==> config.mk <==
export PLATFORM = sky130hd
export DESIGN_NAME = cmf_cfg_regs
export DESIGN_NICKNAME = d
export VERILOG_FILES = /design/src/design/cmf_pkg.sv /design/src/design/cmf_cfg_regs.sv
export SDC_FILE = /design/constraint.sdc
export NUM_CORES = 1
export LEC_CHECK = 0
export ABC_CLOCK_PERIOD_IN_PS = 800
export BUFFER_PORTS_ARGS = -buffer_cell sky130_fd_sc_hd__buf_4
export CORE_MARGIN = 5
export CORE_UTILIZATION = 47
export CTS_BUF_LIST = sky130_fd_sc_hd__clkbuf_8
export DETAILED_ROUTE_END_ITERATION = 7
export PLACE_DENSITY = 0.78
export SLEW_MARGIN = 5
export SYNTH_ARGS = -nofsm -noshare
export SYNTH_HDL_FRONTEND = slang
export SYNTH_SLANG_ARGS = --single-unit
export TNS_END_PERCENT = 30
==> constraint.sdc <==
create_clock -name clk -period 0.8 [get_ports clk]
set_input_delay 0.08 -clock clk [delete_from_list [all_inputs] [get_ports clk]]
set_output_delay 0.08 -clock clk [all_outputs]
set_load 0.05 [all_outputs]
==> src/design/cmf_pkg.sv <==
// Types and constants of the color matrix filter.
package cmf_pkg;
	localparam int COEF_BITS = 12;
	localparam int CFG_W = 60;
	localparam int NUM_ROWS = 4;
	localparam int NUM_TERMS = 4;
	localparam int MAG_W = COEF_BITS + 7;
	localparam int PROD_W = COEF_BITS + 8;
	localparam int SUM_W = MAG_W + 3;
	localparam int IDX_W = 3;
	localparam int OFFSET_K = 4;
	localparam logic [7:0] DIV_255 = 8'd255;

	localparam logic [IDX_W-1:0] REG_RED = 3'd0;
	localparam logic [IDX_W-1:0] REG_GREEN = 3'd1;
	localparam logic [IDX_W-1:0] REG_BLUE = 3'd2;
	localparam logic [IDX_W-1:0] REG_ALPHA = 3'd3;

	typedef struct packed {
		logic [7:0] red_in;
		logic [7:0] green_in;
		logic [7:0] blue_in;
		logic [7:0] alpha_in;
	} pixel_in_t;

	typedef struct packed {
		logic [7:0] red_out;
		logic [7:0] green_out;
		logic [7:0] blue_out;
		logic [7:0] alpha_out;
	} pixel_out_t;

	typedef logic [NUM_ROWS-1:0][CFG_W-1:0] cfg_rows_t;
endpackage

==> src/design/cmf_cfg_regs.sv <==
// Matrix row registers written through the plain write port.
module cmf_cfg_regs import cmf_pkg::*; (
	input  logic             clk,
	input  logic             arst_n,
	input  logic             write_en,
	input  logic [IDX_W-1:0] write_index,
	input  logic [CFG_W-1:0] write_data,
	output cfg_rows_t        rows
);
	cfg_rows_t rows_q;

	always_ff @(posedge clk or negedge arst_n) begin
		if (!arst_n) begin
			rows_q <= '0;
		end else if (write_en) begin
			unique case (write_index)
				REG_RED:   rows_q[0] <= write_data;
				REG_GREEN: rows_q[1] <= write_data;
				REG_BLUE:  rows_q[2] <= write_data;
				REG_ALPHA: rows_q[3] <= write_data;
				default: ;
			endcase
		end
	end

	assign rows = rows_q;
endmodule

After elaboration in Yosys (flattened, before gate mapping)
Cells that the tools add are included.
- flip-flop bits (word level): 240
- bits in latches: 0
- bits in writable memories: 0
- ROM bits: 0
- bits of input ports: 66
- output and inout bits: 240
- word-level logic and storage cells: 12
- memories: 0
- add/sub/neg operators: 0
- multiply operators: 0
- divide/modulo/power cells: 0
- magnitude comparators: 0
- eq/ne operators: 3
- shift-type cells: 0
- mux-type cells: 0
- bitwise operators: 0
- reductions and logical operators: 5
- operators with widths (kind ; count):
    $reduce_and 2->1 ; 4
    $eq 3x2->1 const B ; 2
    $eq 3x1->1 const B ; 1
    $logic_not 3->1 ; 1

Longest topological paths before layout
Gate-level depths: netlist of the first run.
- depth after elaboration: 2
- mapped depth: 4
- gate-level depth less buffers: 2

Least setup slack after synthesis of the first run
No wires, ideal clock.
- path kind: input-to-reg
- start point: input port write_index[1]
- end point: register rows_q (netlist bit rows[0])
- arrival: 1.086 ns
- setup slack: -0.411 ns
- stages: 3
- cells stage by stage: nor4b_4 > buf_6 > mux2_4
- longest elaborated chain between the ends: 2
- ends and longest elaborated chain (what ; RTL line ; source):
    from (decl) ; cmf_cfg_regs.sv:6 ; input logic [IDX_W-1:0] write_index,
    $logic_not 3->1 ; cmf_cfg_regs.sv:16 ; unique case (write_index)
    $reduce_and 2->1 (no source line) ; n/a ;
    to (decl) ; cmf_cfg_regs.sv:10 ; cfg_rows_t rows_q;
No other way between the ends.
A chain may end at the register's enable or synchronous reset.

Final worst setup path of the first run
- start point: register rows_q (netlist bit rows[11])
- end point: output port rows[11] in the netlist's numbering
- RTL lines (what ; RTL line ; source):
    to (decl) ; cmf_cfg_regs.sv:8 ; output cfg_rows_t rows
No word-level cell between the ends.

==> results.md, run 1 <==
* Status: finished, violations left
* Failing checks: setup timing
* Peak supply drop at 2.87 mV
* Placed cells at 1059
* Tot GR Track Use at 0.254
* Max reg flops at 240
* Avg WL per Cell at 24.7 um
* Worst-path cell chain: buf_6
* Post-synth cell types at 10
* CP Launch Type: flop
* # DRC at 0
* Fin crit share at 1.54
* Design area at 15000 sq um
* DIE AREA at 22000 sq um
* First-pass GRT wire length at 43700 um
* Via count at 6607
* Leading cell types in the layout, fill and taps excluded: 245 x buf_6, 240 x dfrtp_1, 140 x buf_4
* Final HPWL DP at 17400 um
* Class of the worst hold path: input pin to async pin
* TritonCTS clock tree: done
* Total wire length at 30900 um
* Crit-path max cell delay at 0.44 ns
* Final clock skew at 0 ns
* Post-Synthesis Cell Area at 9000 sq um
* Initial antenna violation count at 1
* LEAKAGE at 7.28 nW
* PwrDens at 3340 nW/um^2
* Max Slew Vio Count at 0
* Placer Congestion at 0.792
* Worst skew pair latency at 0.50 ns
* Fmax at 0.812 GHz
* Iteration-0 DRC count of the detailed router at 235
* Crit Path Class: flop to primary output
* CP max stage cell: dfrtp_1
* Bufs and invs on worst path at 1
* Most common cell after layout, fill and taps aside: buf_6
* Share of layout cells above drive strength 1 at 0.686
* Nets at 1052
* R2r worst-path depth at 3
* Cts bufs inserted at 39
* Initial Utilization at 0.479
* Tot Pwr at 50.1 mW
* Syn_area_per_cell at 17.6 sq um
* Clock sink total at 240
* Dpl ws at -0.593 ns
* Delay-heaviest family, CP: flip-flops
* Final min period at 1.23 ns
* Root Driver: clkbuf_8
* Drt pass-1 iters at 4
* CP endpoint kind: primary output
* H-tree depth at 2
* Maximum clock path buffer count at 3
* Via/cell ratio at 5.29
* Number of cells on the critical path at 1
* Core box area at 18800 sq um
* Max-cap violation count at 0
* Setup repair after global routing missed its margin: yes
* CTS clock-pin slew for the worst setup and hold paths at 0.07 ns
* Area Growth Syn to Fin at 66.6%
* Setup WS post-layout at -0.432 ns
* Register area share after synthesis at 0.668
* Crit path from: rows[11]$_DFFE_PN0P_
* Critical Path RT at 0.72 ns
* Slew @ Worst Pin at 0.355 ns
* Synthesized Nets at 576
* Die X at 148 um
* Filler cell count at 878
* Rows at 50
* GRT overflow at 0
* Synth Register Bits at 240
* Setup violations, final at 390
* DP Area at 11900 sq um
* Input/output buffers at 305
* Worst Path Arrival at 1.15 ns
* Vias in the first global route at 7421
* Largest net degree at the start of global routing at 39
* CP Max Fanout at 2
* Synth Warn # at 0
* Die height at 148 um
* R2R Path Start: rows[53]$_DFFE_PN0P_
* Routed Antenna Nets at 0
* Worst slew margin at 0.763
* Finished Layout Cells at 1248
* Number of I/O pins at 306
* Hold Vio Cnt, Final at 0
* Post-Synthesis Cells at 510
## what timing repair did
action / in CTS / in global routing
endpoints found under the hold margin: 480 / 0
setup endpoints to repair: 376 / 436
setup buffers: 20 / 39
resized for setup: 252 / 83
hold buffers: 61 / 0
pin swaps: 1 / 0
cloned: 0 / 0
## kinds of logic (layout without fill, tap and decap cells)
logic type             Yosys count  in the layout  synth area share
buffers and inverters           26            529            0.0220
muxes                          240            240             0.305
DFF                            240            240             0.668
other                            0              1                 0
and+or+nand+nor                  4              4           0.00584
## worst paths after layout
kind / to / slack [ns]
max in group asynchronous: rows[236]$_DFFE_PN0P_ / 0.20
worst min-delay path: rows[62]$_DFFE_PN0P_ / 0.06
min in group clk: rows[169]$_DFFE_PN0P_ / 0.11
worst max register to register: rows[53]$_DFFE_PN0P_ / -0.26
worst max-delay path: rows[11] / -0.43
worst min register to register: rows[234]$_DFFE_PN0P_ / 0.53
## worst reg2reg max path, stage by stage, from the launching register on
cell	delay [ns]
dfrtp_1	0.41
buf_4	0.15
buf_4	0.12
mux2_4	0.26
## metrics by stage
step                      utilization  TNS [ns]  hold WS, ns
after detailed placement        0.634   -125.30     -0.00809
after floorplan                     -    -73.47       -0.216
after global placement          0.634   -120.74     -0.00649
after CTS                       0.766    -91.55       0.0378
final                           0.798    -93.40       0.0609
after global routing            0.798   -106.49       0.0513
## final cells by class
cell class	count	area [sq um]	area share
clock inverter	17	66.3	0.00443
tap	234	293	0.0195
clock buffer	51	702	0.0468
timing repair buffer	461	4710	0.314
multi-input combinational	244	3210	0.214
sequential	240	6010	0.401
antenna	1	2.50	0.000167
## synthesized netlist by cell type
master    instances  area [sq um]
buf_2             8          40.0
buf_4            12          90.1
buf_6             6          67.6
dfrtp_1         240          6010
mux2_1            1          11.3
mux2_2          229          2580
mux2_4           10           150
nand4b_1          1          8.76
nor4b_4           1          23.8
nor4bb_1          2          20.0
## layer usage
layer,share of wire,vias to the layer above,GRT usage
li1,-,2770,-
met1,0.36,3486,0.295
met4,0.030,0,0.0794
met3,0.079,69,0.0929
met5,0,-,0
met2,0.53,282,0.442
## power by group
part	total (mW)	switching (mW)	internal (mW)
clock network	10.5	4.84	5.67
logic	22.4	13.2	9.11
registers	17.2	2.39	14.8
total	50.1	20.5	29.6
Power figures use the tool's default switching activity.
==> run 2: changes to the inputs <==
--- a/config.mk
+++ b/config.mk
@@ -7,13 +7,13 @@
 export LEC_CHECK = 0
 export ABC_CLOCK_PERIOD_IN_PS = 800
 export BUFFER_PORTS_ARGS = -buffer_cell sky130_fd_sc_hd__buf_4
-export CORE_MARGIN = 5
 export CORE_UTILIZATION = 47
 export CTS_BUF_LIST = sky130_fd_sc_hd__clkbuf_8
 export DETAILED_ROUTE_END_ITERATION = 7
 export PLACE_DENSITY = 0.78
+export SETUP_SLACK_MARGIN = 0.15
 export SLEW_MARGIN = 5
 export SYNTH_ARGS = -nofsm -noshare
 export SYNTH_HDL_FRONTEND = slang
 export SYNTH_SLANG_ARGS = --single-unit
-export TNS_END_PERCENT = 30
+export TNS_END_PERCENT = 1
==> run 2 against run 1 <==
Net effect:
- the run still ends with setup timing left
- critical endpoint is now rows[190]
- utilization is 3.2 points lower
- largest cell class unchanged
- sequential power hardly changed
- combinational power is 8% lower
- global-route usage is 1.3 points higher
- total power is 3.6% lower
- critical path type unchanged
- routed wire length is 14% lower
- first-iteration DRC count is 31% lower
==> results.md, run 2 (synthesis gave the netlist of run 1 again) <==
* Status: finished, violations left
* Failing checks: setup timing
* Total wire length at 26500 um
* Via/cell ratio at 5.24
* Worst hold slack at 0.0800 ns
* Design area at 14300 sq um
* Number of cells on the critical path at 1
* Most common cell after layout, fill and taps aside: buf_6
* Number of I/O pins at 306
* Placer Congestion at 0.813
* Antenna fix cells at 0
* R2r worst-path depth at 2
* Die height at 140 um
* Leading cell types in the layout, fill and taps excluded: 242 x buf_6, 240 x dfrtp_1, 194 x mux2_2
* Largest net degree at the start of global routing at 38
* Input/output buffers at 305
* Cts bufs inserted at 40
* Worst skew pair latency at 0.51 ns
* Setup WS post-layout at -0.407 ns
* PwrDens at 3370 nW/um^2
* Initial Utilization at 0.481
* DIE AREA at 19700 sq um
* Slew @ Worst Pin at 0.471 ns
* Worst Path Arrival at 1.13 ns
* Setup repair after global routing missed its margin: yes
* Avg WL per Cell at 22.4 um
* Root Driver: clkbuf_8
* Clock sink total at 240
* TritonCTS clock tree: done
* Max-cap violation count at 0
* Setup violations, final at 409
* Critical Path RT at 0.72 ns
* DP Area at 11800 sq um
* Crit-path max cell delay at 0.43 ns
* Fin util at 0.766
* Final clock skew at 0 ns
* Rows at 50
* Finished Layout Cells at 1185
* Worst-path cell chain: buf_6
* Dpl ws at -0.643 ns
* LEAKAGE at 6.76 nW
* Bufs and invs on worst path at 1
* Delay-heaviest family, CP: flip-flops
* Max reg flops at 240
* Final min period at 1.21 ns
* Crit Path Class: flop to primary output
* # DRC at 0
* Initial antenna violation count at 0
* CTS clock-pin slew for the worst setup and hold paths at 0.06 ns
* Hold Vio Cnt, Final at 0
* CP Max Fanout at 2
* First-pass GRT wire length at 40200 um
* Core box area at 18700 sq um
* Die X at 140 um
* Final HPWL DP at 16200 um
* Iteration-0 DRC count of the detailed router at 162
* CP endpoint kind: primary output
* Tot Pwr at 48.3 mW
* Nets at 992
* Class of the worst hold path: input pin to async pin
* Vias in the first global route at 7094
* Fin crit share at 1.51
* GRT overflow at 0
* Routed Antenna Nets at 0
* Area Growth Syn to Fin at 59.3%
* Share of layout cells above drive strength 1 at 0.668
* Worst slew margin at 0.685
* CP Launch Type: flop
* Peak supply drop at 2.45 mV
* CP max stage cell: dfrtp_1
* Maximum clock path buffer count at 3
* Max Slew Vio Count at 0
* Fmax at 0.829 GHz
* Setup_tns at -99.43 ns
* Drt pass-1 iters at 4
* H-tree depth at 2
* Tot GR Track Use at 0.267
* Placed cells at 1056
* Via count at 6214
[run 2: cell count changes in the layout (fill, tap and decap cells not counted), sizes merged]
| cell | previous run | this run |
|---|---|---|
| diode | 1 | 0 |
| clkinv | 2 | 1 |
| inv | 15 | 13 |
| clkbuf | 51 | 53 |
| buf | 400 | 339 |
[run 2: worst paths after layout]
check | end | startpoint | slack (ns)
max reg2reg | rows[119]$_DFFE_PN0P_ | rows[119]$_DFFE_PN0P_ | -0.16
min reg2reg | rows[27]$_DFFE_PN0P_ | rows[27]$_DFFE_PN0P_ | 0.53
min | rows[1]$_DFFE_PN0P_ | arst_n | 0.08
min in group clk | rows[133]$_DFFE_PN0P_ | write_index[0] | 0.12
max | rows[190] | rows[190]$_DFFE_PN0P_ | -0.41
max in group asynchronous | rows[8]$_DFFE_PN0P_ | arst_n | 0.25
[run 2: layout make-up]
class	instances	area, sq um
clock buffer	53	729
clock inverter	14	53.8
fill	972	4370
multi-input combinational	244	2950
sequential	240	6010
tap	234	293
timing repair buffer	400	4300
[run 2: routing by layer]
layer	vias up	routed length, um	track usage
met5	-	0	0
met4	0	666	0.0943
met3	52	2390	0.0968
met2	316	13500	0.464
met1	3208	9980	0.304
li1	2638	-	-
[run 2: power by group]
part | leakage [nW] | total (mW) | switching [mW] | internal [mW]
clock | 0.454 | 10.5 | 4.69 | 5.86
combinational | 3.43 | 20.6 | 12.7 | 7.96
sequential | 2.88 | 17.1 | 2.26 | 14.9
total | 6.76 | 48.3 | 19.6 | 28.7
[run 2: timing repair]
item	4_1_cts	5_1_grt
pin swaps	1	0
hold buffers	61	0
gates cloned	0	0
endpoints found under the hold margin	480	0
buffers inserted	0	1
endpoints found under the setup margin	480	491
resized for setup	252	37
==> run 3: changes to the inputs <==
--- a/config.mk
+++ b/config.mk
@@ -7,10 +7,10 @@
 export LEC_CHECK = 0
 export ABC_CLOCK_PERIOD_IN_PS = 800
 export BUFFER_PORTS_ARGS = -buffer_cell sky130_fd_sc_hd__buf_4
-export CORE_UTILIZATION = 47
-export CTS_BUF_LIST = sky130_fd_sc_hd__clkbuf_8
+export CORE_UTILIZATION = 45
+export CTS_BUF_LIST = sky130_fd_sc_hd__clkbuf_16
 export DETAILED_ROUTE_END_ITERATION = 7
-export PLACE_DENSITY = 0.78
+export PLACE_DENSITY = 0.76
 export SETUP_SLACK_MARGIN = 0.15
 export SLEW_MARGIN = 5
 export SYNTH_ARGS = -nofsm -noshare
==> run 3 against run 2 <==
Net effect:
- the flow still finishes with violations (setup timing)
- sequential power is essentially flat
- sequential share of layout area is 0.46 points lower
- utilization is 2.4 points lower
- critical path depth is the same
- flip-flop and latch count did not move
- die area grew 4.4%
- clock-buffer cell count down 26
- worst setup slack improved by 0.014 ns
- register-to-register slack is essentially flat
- via count down 0.13%
- hold slack worse by 0.049 ns
- non-clock buffer count rose by 14
- critical endpoint is now rows[52]
- largest power group unchanged
==> results.md, run 3 (synthesis gave the netlist of run 1 again) <==
* Placer Congestion at 0.770
* Core box area at 19500 sq um
* PwrDens at 3370 nW/um^2
* Input/output buffers at 305
* Fmax at 0.838 GHz
* Largest net degree at the start of global routing at 44
* Initial Utilization at 0.461
* Nets at 992
* Crit-path max cell delay at 0.42 ns
* Status: finished, violations left
* CP endpoint kind: primary output
* Rows at 51
* DIE AREA at 20600 sq um
* Critical Path RT at 0.72 ns
* Final clock skew at 0 ns
* Via count at 6206
* Drt pass-1 iters at 4
* Antenna fix cells at 0
* Peak supply drop at 2.08 mV
* Setup violations, final at 328
* Setup repair after global routing missed its margin: yes
* Iteration-0 DRC count of the detailed router at 183
* Max reg flops at 240
* Share of layout cells above drive strength 1 at 0.666
* Number of I/O pins at 306
* Met2 Track Usage GR at 0.441
* CP Launch Type: flop
* Worst Path Arrival at 1.11 ns
* M1 GR Usage at 0.292
* Hold Vio Cnt, Final at 0
* Class of the worst hold path: input pin to async pin
* Clock sink total at 240
* Leading cell types in the layout, fill and taps excluded: 245 x buf_6, 240 x dfrtp_1, 196 x mux2_2
* Tot GR Track Use at 0.252
* Tot Pwr at 48.9 mW
* M3 GR Usage at 0.0680
* Maximum clock path buffer count at 3
* CTS clock-pin slew for the worst setup and hold paths at 0.06 ns
* Final HPWL DP at 16800 um
* Max-cap violation count at 0
* Top Usage Layer GRT: met2
* Via/cell ratio at 5.13
* CP max stage cell: dfrtp_1
* Bufs and invs on worst path at 1
* TritonCTS clock tree: done
* Slew @ Worst Pin at 0.288 ns
* Root Driver: clkbuf_16
* Setup_tns at -87.59 ns
* Area Growth Syn to Fin at 61.1%
* Cts bufs inserted at 26
* Most common cell after layout, fill and taps aside: buf_6
* Max Slew Vio Count at 0
* Setup WS post-layout at -0.393 ns
* Worst slew margin at 0.808
* Filler cell count at 1123
* GRT overflow at 0
* Vias in the first global route at 6982
* Avg WL per Cell at 22.0 um
* Initial antenna violation count at 0
* H-tree depth at 1
* Fin crit share at 1.49
* Die X at 143 um
* Final min period at 1.19 ns
* Routed Antenna Nets at 0
* Worst-path cell chain: buf_6
* Total wire length at 26600 um
* First-pass GRT wire length at 39500 um
* Failing checks: setup timing
* # DRC at 0
* CP Max Fanout at 2
* Worst skew pair latency at 0.51 ns
* Crit Path Class: flop to primary output
* Die height at 143 um
* Delay-heaviest family, CP: flip-flops
* LEAKAGE at 6.77 nW
==> run 3: changes by cell type in the layout (fill, tap and decap cells not counted), sizes merged <==
cell and delta:
buf +14, inv -6, clkinv +10, bufinv +1
clkbuf -26
==> run 3: metrics by stage <==
step / std cells / worst slack [ns] / instance area, sq um / hold slack, ns / utilization
final: 1209 / -0.393 / 14500 / 0.0314 / 0.742
after global routing: 1209 / -0.420 / 14500 / 0.0342 / 0.742
after CTS: 1207 / -0.398 / 14400 / 0.0175 / 0.735
after detailed placement: 1098 / -0.603 / 12000 / -0.0341 / 0.614
after global placement: 1098 / -0.567 / 12000 / -0.0340 / 0.614
after floorplan: 510 / -0.411 / 9000 / -0.216 / -
==> run 3: what timing repair did <==
item	in CTS	in global routing
hold endpoints to repair	480	0
gates resized for setup	253	32
pin swaps	1	1
endpoints found under the setup margin	480	480
buffers inserted	2	2
hold buffers	61	0
==> run 3: cell type report <==
type / count / area (sq um) / area share
multi-input cells: 244 / 2950 / 0.204
clock buffers: 27 / 676 / 0.0466
well taps: 265 / 332 / 0.0229
repair buffers: 414 / 4410 / 0.305
clock inverters: 19 / 114 / 0.00786
flip-flops and latches: 240 / 6010 / 0.414
==> run 3: power breakdown <==
part           internal, mW  switching [mW]  total, mW  leakage [nW]
combinational          8.00            12.7       20.7          3.48
clock                  6.39            4.75       11.1         0.412
sequential             14.8            2.23       17.1          2.88
total                  29.2            19.7       48.9          6.77
==> run 3: routing by layer <==
metal	wire length (um)	vias to the layer above
met5	0	-
met4	896	0
li1	-	2643
met1	9970	3225
met3	1950	68
met2	13800	270
==> run 3: final timing paths <==
| check | depth (start not counted) | slack [ns] | endpoint | from |
|---|---|---|---|---|
| worst max-delay path | 1 | -0.39 | rows[52] | rows[52]$_DFFE_PN0P_ |
| worst min-delay path | 2 | 0.03 | rows[14]$_DFFE_PN0P_ | arst_n |
| worst max register to register | 2 | -0.15 | rows[59]$_DFFE_PN0P_ | rows[59]$_DFFE_PN0P_ |
| worst min register to register | 1 | 0.53 | rows[110]$_DFFE_PN0P_ | rows[110]$_DFFE_PN0P_ |
| max in group asynchronous | 3 | 0.23 | rows[59]$_DFFE_PN0P_ | arst_n |
| min in group clk | 4 | 0.15 | rows[213]$_DFFE_PN0P_ | write_en |
